<file path="src/rtl/fwh_pkg.sv">
package fwh_pkg;

    localparam int unsigned SAMPLE_W = 32;
    localparam int unsigned WIDTH_W  = 31;
    localparam int unsigned COUNT_W  = 11;
    localparam logic [WIDTH_W-1:0] WIDTH_RESET = 31'd65536;
    localparam logic signed [SAMPLE_W-1:0] MIN_RESET = 32'sh7FFF_FFFF;
    localparam logic signed [SAMPLE_W-1:0] MAX_RESET = 32'sh8000_0000;

    typedef struct packed {
        logic [SAMPLE_W-1:0] sample;
        logic                last_item;
    } t_req;

endpackage

</file>
<file path="src/rtl/fwh_ram.sv">
module fwh_ram #(
    parameter int unsigned WIDTH = 32,
    parameter int unsigned DEPTH = 1024
) (
    input  logic                     i_clk,
    input  logic                     i_we,
    input  logic [$clog2(DEPTH)-1:0] i_waddr,
    input  logic [WIDTH-1:0]         i_wdata,
    input  logic [$clog2(DEPTH)-1:0] i_raddr,
    output logic [WIDTH-1:0]         o_rdata
);

    logic [WIDTH-1:0] r_mem [DEPTH];
    logic [WIDTH-1:0] r_rdata;

    always_ff @(posedge i_clk) begin
        if (i_we) begin
            r_mem[i_waddr] <= i_wdata;
        end
        r_rdata <= r_mem[i_raddr];
    end

    assign o_rdata = r_rdata;

endmodule

</file>
<file path="src/rtl/fwh_div.sv">
module fwh_div (
    input  logic        i_clk,
    input  logic        i_rst_n,
    input  logic        i_start,
    input  logic [31:0] i_num,
    input  logic [30:0] i_den,
    output logic        o_done,
    output logic [31:0] o_quo
);

    logic [31:0] r_quo;
    logic [31:0] r_rem;
    logic [5:0]  r_cnt;
    logic        r_busy;
    logic        r_done;
    logic [30:0] r_den;
    logic [32:0] w_trial;
    logic [32:0] w_diff;

    assign w_trial = {r_rem, r_quo[31]};
    assign w_diff  = w_trial - {2'b00, r_den};

    always_ff @(posedge i_clk) begin
        if (!i_rst_n) begin
            r_busy <= 1'b0;
            r_done <= 1'b0;
            r_cnt  <= '0;
        end else begin
            r_done <= 1'b0;
            if (i_start) begin
                r_busy <= 1'b1;
                r_cnt  <= 6'd32;
                r_quo  <= i_num;
                r_rem  <= '0;
                r_den  <= i_den;
            end else if (r_busy) begin
                if (!w_diff[32]) begin
                    r_rem <= w_diff[31:0];
                    r_quo <= {r_quo[30:0], 1'b1};
                end else begin
                    r_rem <= w_trial[31:0];
                    r_quo <= {r_quo[30:0], 1'b0};
                end
                r_cnt <= r_cnt - 6'd1;
                if (r_cnt == 6'd1) begin
                    r_busy <= 1'b0;
                    r_done <= 1'b1;
                end
            end
        end
    end

    assign o_done = r_done;
    assign o_quo  = r_quo;

endmodule

</file>
<file path="src/rtl/fwh_back.sv">
module fwh_back #(
    parameter int unsigned MAX_SAMPLES = 1024,
    parameter int unsigned MAX_BUCKETS = 64
) (
    input  logic                             i_clk,
    input  logic                             i_rst_n,
    input  logic                             i_go,
    input  logic [$clog2(MAX_SAMPLES+1)-1:0] i_count,
    input  logic signed [31:0]               i_min,
    input  logic signed [31:0]               i_max,
    input  logic [30:0]                      i_width,
    output logic [$clog2(MAX_SAMPLES)-1:0]   o_raddr,
    input  logic [31:0]                      i_rdata,
    output logic                             o_busy,
    output logic                             o_clear,
    output logic                             o_valid,
    output logic signed [31:0]               o_bucket_low,
    output logic [10:0]                      o_bucket_count,
    output logic                             o_clipped,
    output logic                             o_last_bucket
);
    import fwh_pkg::*;

    localparam int unsigned CW = $clog2(MAX_SAMPLES+1);
    localparam int unsigned AW = $clog2(MAX_SAMPLES);
    localparam int unsigned BW = (MAX_BUCKETS > 1) ? $clog2(MAX_BUCKETS) : 1;

    typedef enum logic [3:0] {
        S_IDLE, S_INIT, S_SPAN, S_READ, S_DATA, S_BIN, S_INC, S_ELOAD, S_EMIT, S_CLEAR
    } t_state;

    t_state             r_state;
    logic [CW-1:0]      r_idx;
    logic [CW-1:0]      r_n;
    logic [31:0]        r_mn;
    logic [31:0]        r_span;
    logic [30:0]        r_w;
    logic [6:0]         r_nb;
    logic               r_clip;
    logic [BW-1:0]      r_b;
    logic [BW-1:0]      r_bin;
    logic [31:0]        r_low;
    logic               r_dstart;
    logic               r_valid;
    logic [10:0]        r_ocount;
    logic               r_olast;
    logic               r_oclip;
    logic signed [31:0] r_olow;
    logic               w_done;
    logic [31:0]        w_quo;
    logic [31:0]        w_num;
    logic [31:0]        w_bin;
    logic               w_bwe;
    logic [BW-1:0]      w_bwaddr;
    logic [10:0]        w_bwdata;
    logic [BW-1:0]      w_braddr;
    logic [10:0]        w_bin_rdata;

    assign w_num = (r_state == S_SPAN) ? r_span : (i_rdata - r_mn);

    fwh_div u_div (
        .i_clk   (i_clk),
        .i_rst_n (i_rst_n),
        .i_start (r_dstart),
        .i_num   (w_num),
        .i_den   (r_w),
        .o_done  (w_done),
        .o_quo   (w_quo)
    );

    assign w_bin = (w_quo >= 32'(r_nb)) ? 32'(r_nb) - 32'd1 : w_quo;

    fwh_ram #(.WIDTH(11), .DEPTH(MAX_BUCKETS)) u_bins (
        .i_clk   (i_clk),
        .i_we    (w_bwe),
        .i_waddr (w_bwaddr),
        .i_wdata (w_bwdata),
        .i_raddr (w_braddr),
        .o_rdata (w_bin_rdata)
    );

    always_comb begin
        w_bwe    = 1'b0;
        w_bwaddr = r_b;
        w_bwdata = '0;
        w_braddr = r_b;
        unique case (r_state)
            S_INIT: w_bwe = 1'b1;
            S_BIN:  w_braddr = w_bin[BW-1:0];
            S_INC: begin
                w_bwe    = 1'b1;
                w_bwaddr = r_bin;
                w_bwdata = w_bin_rdata + 11'd1;
            end
            S_EMIT: begin
                w_bwe    = 1'b1;
                w_braddr = r_b + BW'(1);
            end
            default: begin
            end
        endcase
    end

    always_ff @(posedge i_clk) begin
        if (!i_rst_n) begin
            r_state  <= S_INIT;
            r_b      <= '0;
            r_dstart <= 1'b0;
            r_valid  <= 1'b0;
        end else begin
            r_dstart <= 1'b0;
            r_valid  <= 1'b0;
            unique case (r_state)
                S_INIT: begin
                    r_b <= r_b + BW'(1);
                    if (r_b == BW'(MAX_BUCKETS - 1)) r_state <= S_IDLE;
                end
                S_IDLE: begin
                    if (i_go) begin
                        r_n      <= i_count;
                        r_mn     <= i_min;
                        r_span   <= i_max - i_min;
                        r_w      <= (i_width == '0) ? 31'd1 : i_width;
                        r_idx    <= '0;
                        r_dstart <= 1'b1;
                        r_state  <= S_SPAN;
                    end
                end
                S_SPAN: begin
                    if (w_done) begin
                        if (w_quo >= 32'(MAX_BUCKETS)) begin
                            r_nb   <= 7'(MAX_BUCKETS);
                            r_clip <= 1'b1;
                        end else begin
                            r_nb   <= 7'(w_quo + 32'd1);
                            r_clip <= 1'b0;
                        end
                        r_state <= (r_n == '0) ? S_ELOAD : S_READ;
                        r_b     <= '0;
                        r_low   <= r_mn;
                    end
                end
                S_READ: r_state <= S_DATA;
                S_DATA: begin
                    r_dstart <= 1'b1;
                    r_state  <= S_BIN;
                end
                S_BIN: begin
                    if (w_done) begin
                        r_bin   <= w_bin[BW-1:0];
                        r_state <= S_INC;
                    end
                end
                S_INC: begin
                    r_idx <= r_idx + CW'(1);
                    if (r_idx + CW'(1) == r_n) begin
                        r_state <= S_ELOAD;
                        r_b     <= '0;
                        r_low   <= r_mn;
                    end else begin
                        r_state <= S_READ;
                    end
                end
                S_ELOAD: r_state <= S_EMIT;
                S_EMIT: begin
                    r_valid  <= 1'b1;
                    r_olow   <= r_low;
                    r_ocount <= w_bin_rdata;
                    r_olast  <= (7'(r_b) == r_nb - 7'd1);
                    r_oclip  <= (7'(r_b) == r_nb - 7'd1) && r_clip;
                    r_low    <= r_low + {1'b0, r_w};
                    r_b      <= r_b + BW'(1);
                    if (7'(r_b) == r_nb - 7'd1) r_state <= S_CLEAR;
                end
                S_CLEAR: r_state <= S_IDLE;
                default: r_state <= S_IDLE;
            endcase
        end
    end

    assign o_raddr        = r_idx[AW-1:0];
    assign o_busy         = (r_state != S_IDLE) || i_go;
    assign o_clear        = (r_state == S_CLEAR);
    assign o_valid        = r_valid;
    assign o_bucket_low   = r_olow;
    assign o_bucket_count = r_ocount;
    assign o_clipped      = r_oclip;
    assign o_last_bucket  = r_olast;

endmodule

</file>
<file path="config.mk">
export PLATFORM = sky130hd
export DESIGN_NAME = fwh_back
export DESIGN_NICKNAME = d
export VERILOG_FILES = /design/src/rtl/fwh_pkg.sv /design/src/rtl/fwh_ram.sv /design/src/rtl/fwh_div.sv /design/src/rtl/fwh_back.sv
export SDC_FILE = /design/constraint.sdc
export NUM_CORES = 2
export LEC_CHECK = 0
export BUFFER_PORTS_ARGS = -buffer_cell sky130_fd_sc_hd__buf_2
export CORE_ASPECT_RATIO = 1.25
export CORE_MARGIN = 10
export CORE_UTILIZATION = 50
export CTS_BUF_LIST = sky130_fd_sc_hd__clkbuf_2 sky130_fd_sc_hd__clkbuf_4 sky130_fd_sc_hd__clkbuf_8
export CTS_CLUSTER_SIZE = 10
export DETAILED_ROUTE_END_ITERATION = 8
export PLACE_DENSITY = 0.75
export SLEW_MARGIN = 15
export SYNTH_ARGS = -nofsm -noshare
export SYNTH_HDL_FRONTEND = slang
export SYNTH_SLANG_ARGS = --single-unit
export TNS_END_PERCENT = 20
</file>
<file path="constraint.sdc">
create_clock -name i_clk -period 5.7 [get_ports i_clk]
set_clock_uncertainty 0.1 [all_clocks]
set_input_delay 1.71 -clock i_clk [delete_from_list [all_inputs] [get_ports i_clk]]
set_output_delay 1.71 -clock i_clk [all_outputs]
set_load 0.005 [all_outputs]
</file>
==> results.md <==
- The flow ran to the end, and the final reports show no timing, DRC or antenna violations.
- The quantity of hold-fixing buffers added after cts is 0.
- After clock tree synthesis, the clock-pin slew on the worst setup and hold paths is 60 ps.
- In this run the cell area measured after placement is between 40000 and 50000 um2.
- Input and output buffers added on the ports amount to around 200.
- The mean instance size in the synthesized netlist is around 13 um2.
- The final max-slew violation count came to 0.
- STA classifies the critical path startpoint as a register.
- Yosys printed 0 warnings.
- The detailed-route vias per instance is around 5.9.
- The cell at the root of the clock tree is clkbuf_8.
- Pin placement for this block handled a little under 200 I/O pins.
- For this design the ratio of total power to cell area is ~360 nW/um2.
- The data required time at the worst endpoint is about 6300 ps.
- The clock insertion delay at the later pin of the skew report is 840 ps.
- The final period utilization is 0.882.
- The residual overflow from global routing is 0.
- In this run, placement finished with an instance count of a little under 5000.
- The area of the multi-input gates is between 10000 and 15000 um2.
- The detailed router placed approximately 30000 vias in this run.
- The cell count of the worst hold path is 0.
- Yosys attributes the largest share of cell area to edfxtp_1 64%, mux4_2 4.3%, ha_1 3.7%.
- After clock tree synthesis, the setup repair step added 0 buffers.
- STA classifies the critical path endpoint as a register.
- The number of cell instances on the worst register-to-register path is 13.
- In this run the core area contains ~130 standard-cell rows.
- Setup repair after global routing left no endpoint under its margin.
- At the worst endpoint, the arrival time is 5640 ps.
- The worst path setup slack after routing is 674 ps.
- Of all flip-flops after synthesis, the portion carrying an async set or reset was 0.
- Setup total negative slack on the finished layout was measured at 0 ps.
- For this run, the leading register cell type out of synthesis is edfxtp_1.
- The number of clock sinks is 1038.
- The min-delay analysis places its worst path in the category register to register.
- The total wire length after detailed routing is approximately 120 mm.
- The layout cell share with drive strength beyond 1 is 0.182.
- The global routing usage summed across all routing layers is 0.217.
- The number of enable flip-flop cells after synthesis is roughly 1000.
- The number of nets in the synthesized netlist is approximately 3800.
- The via count of the first global-routing pass was 30300.
- The width of the chip is a little under 300 um.
- Leaving out fill and tap cells, the most frequent cells in the layout are 1007 x edfxtp_1, 453 x nand2_1, 222 x nor2_1, 216 x nand3_1, 198 x buf_2.
- Summed over all nets, the half-perimeter wirelength after detailed placement is around 78 mm.
- The type of the worst setup path is register to register.
- Leaving out fill and tap cells, the most frequent cell in the layout is edfxtp_1.
- The count of distinct cell types in the synthesized netlist is a little under 80.
- Based on the critical path, the design can be clocked at up to 199 MHz.
- The detailed router finished its first iteration with between 3000 and 4000 violations.
- Counting along the longest clock path gives a buffer depth of 3.
- The CTS tree is done.
- The area taken by flip-flops and latches is about 31000 um2.
- Synthesis produced a netlist whose cell count is between 3000 and 4000.
- The die covers ~110000 um2.
- The initial utilization of the core area, before any placement, comes to 0.504.
- In this run the worst path has a maximum fanout of 25.
- The biggest area contributor in the post-synthesis netlist is edfxtp_1.
- The per-cell routed wire length is around 23 um.
- Traced cell by cell, the critical path runs through inv_1 -> ha_1 -> nand2b_1 -> a21o_1 -> a211o_1 -> a21oi_4 -> mux2i_1 -> a221oi_4 -> buf_4 -> mux4_2 -> a22oi_1 -> nand4_1 -> or4_1.
- The count of TritonRoute iterations in the first routing pass is 5.
- The peak supply drop is 0.229 mV.
- The number of maximum-capacitance violations is 0.
- Headroom to the max-slew limit came out at 0.182.
- The area growth from synthesis to layout is 12.9%.
- Setup violations remaining at the end of the flow were counted as 0.
- The final design instance area without fill is about 53000 um2.
- The first global-routing pass estimated 179 mm of wire.
- The synthesis-stage register bit count is between 1000 and 1500.
- Routability-driven placement finished with a final weighted congestion of roughly 0.95.
- The core region is 93100 um2.
- The number of nets with antenna violations after routing is 0.
- The H-tree was split into 4 levels.
- The cell area that synthesis handed to floorplanning was ~47000 um2.
- After filler insertion, the fill cell instance count of the layout stands at slightly above 7000.
- The DRC violations left is 0.
- The number of nets in the layout is between 4000 and 5000.
- The share of Yosys cell area claimed by the top area cell type is 0.644.
- The time the final worst path needs with I/O delays and setup is 5030 ps.
- The sequential fraction of the synthesis area is 0.657.
- The final cell count without fillers is 5146.
- The static leakage is approximately 18 nW.
- The pre-CTS worst setup slack is approximately 250 ps.
- The die is 363 um tall.
- The actual transition at the worst max-transition pin is roughly 1200 ps.
- The maximum cell stage delay along the critical path is between 500 and 600 ps.
- The pin count of the biggest net entering global routing is 77.
- The end-of-flow core utilization is 0.570.
- The number of hold violations in the final report came to 0.
- The number of gates resized after cts is 0.
- TritonCTS created 161 clock buffers.
- The number of antenna violations at the first check in global routing came to 5.
- The cell type of the slowest stage on the worst timing path is mux4_2.
[final cells by class]
| class | instances | area share |
|---|---|---|
| sequential | 1038 | 0.582 |
| multi-input combinational | 2155 | 0.279 |
| clock buffer | 242 | 0.0550 |
| timing repair buffer | 306 | 0.0374 |
| tap | 1206 | 0.0285 |
| inverter | 143 | 0.0101 |
| clock inverter | 53 | 0.00741 |
| antenna | 3 | 0.000142 |
[power breakdown]
group	internal, mW	total, mW	switching, mW	leakage, nW
logic	1.45	3.81	2.36	8.46
registers	8.68	8.94	0.254	7.99
clock network	3.44	6.36	2.93	1.76
[kinds of logic (layout without fill, tap and decap cells)]
logic type	after synthesis	count (layout)	synth area share
other	0	3	0
and+or+nand+nor	1149	1149	0.112
xor gates and xnor gates	146	146	0.0272
adders and majority gates	143	143	0.0388
buffers and inverters	330	744	0.0308
muxes	133	133	0.0525
AOI/OAI and AO/OA	584	584	0.0815
DFF	1038	1038	0.657
[worst paths after layout]
check | from | slack, ps | to
hold reg to reg | r_low[20] | 360 | o_bucket_low[20]
setup reg to reg | u_div.o_quo[0] | 670 | u_bins.o_rdata[7]
setup / recovery | u_div.o_quo[0] | 670 | u_bins.o_rdata[7]
hold / removal | r_low[20] | 360 | o_bucket_low[20]
[worst max-delay path: cells and delay by family, from the launching register on]
kind | cells | cell delay, ps
multiplexers | 2 | 820
flip-flops | 1 | 430
AO/OA/AOI/OAI | 5 | 1710
buffers and inverters | 2 | 680
AND/OR/NAND/NOR | 3 | 910
adder cells (fa/ha/maj) | 1 | 240
[layer usage]
metal  global-route usage  routed length [um]  part of all wire  vias up
met5                    0                  27           0.00023        -
met4               0.0968                4680             0.040        4
met3               0.0414                9600             0.082      272
met1                0.280               46200              0.39    14900
met2                0.355               56900              0.48     1424
li1                     -                   -                 -    13800
[through the flow]
| step | total power [mW] | hold WS, ps |
|---|---|---|
| after floorplan | 11.7 | 322 |
| after global placement | 12.8 | 333 |
| after detailed placement | 12.9 | 344 |
| after CTS | 19.2 | 357 |
| after global routing | 19.9 | 370 |
| final | 19.1 | 359 |
[sequential cells by signal (all words and copies together), names as in the netlist, 4 cells and up]
register,count
u_bins.r_mem,704
o_bucket_low,32
r_low,32
r_mn,32
r_span,32
u_div.o_quo,32
u_div.r_rem,32
r_w,31
u_div.r_den,31
o_bucket_count,11
r_idx,11
r_n,11
u_bins.o_rdata,11
r_nb,7
r_b,6
r_bin,6
u_div.r_cnt,6
r_state,4
[cell usage after synthesis, types with 28 or more instances]
master / count
xnor2_1: 72
mux2i_1: 38
a211oi_1: 41
and3_1: 32
nand4_1: 28
clkbuf_1: 118
dfxtp_1: 31
a22oi_1: 43
nor3_1: 34
o21a_1: 28
a21o_1: 63
inv_1: 142
xor2_1: 74
edfxtp_1: 1007
a31oi_1: 35
nand2_1: 453
nor2_1: 235
a21oi_1: 148
nand3_1: 217
ha_1: 139
o21ai_0: 98
mux4_2: 90
Note: power is estimated with default switching activity, not from simulation.
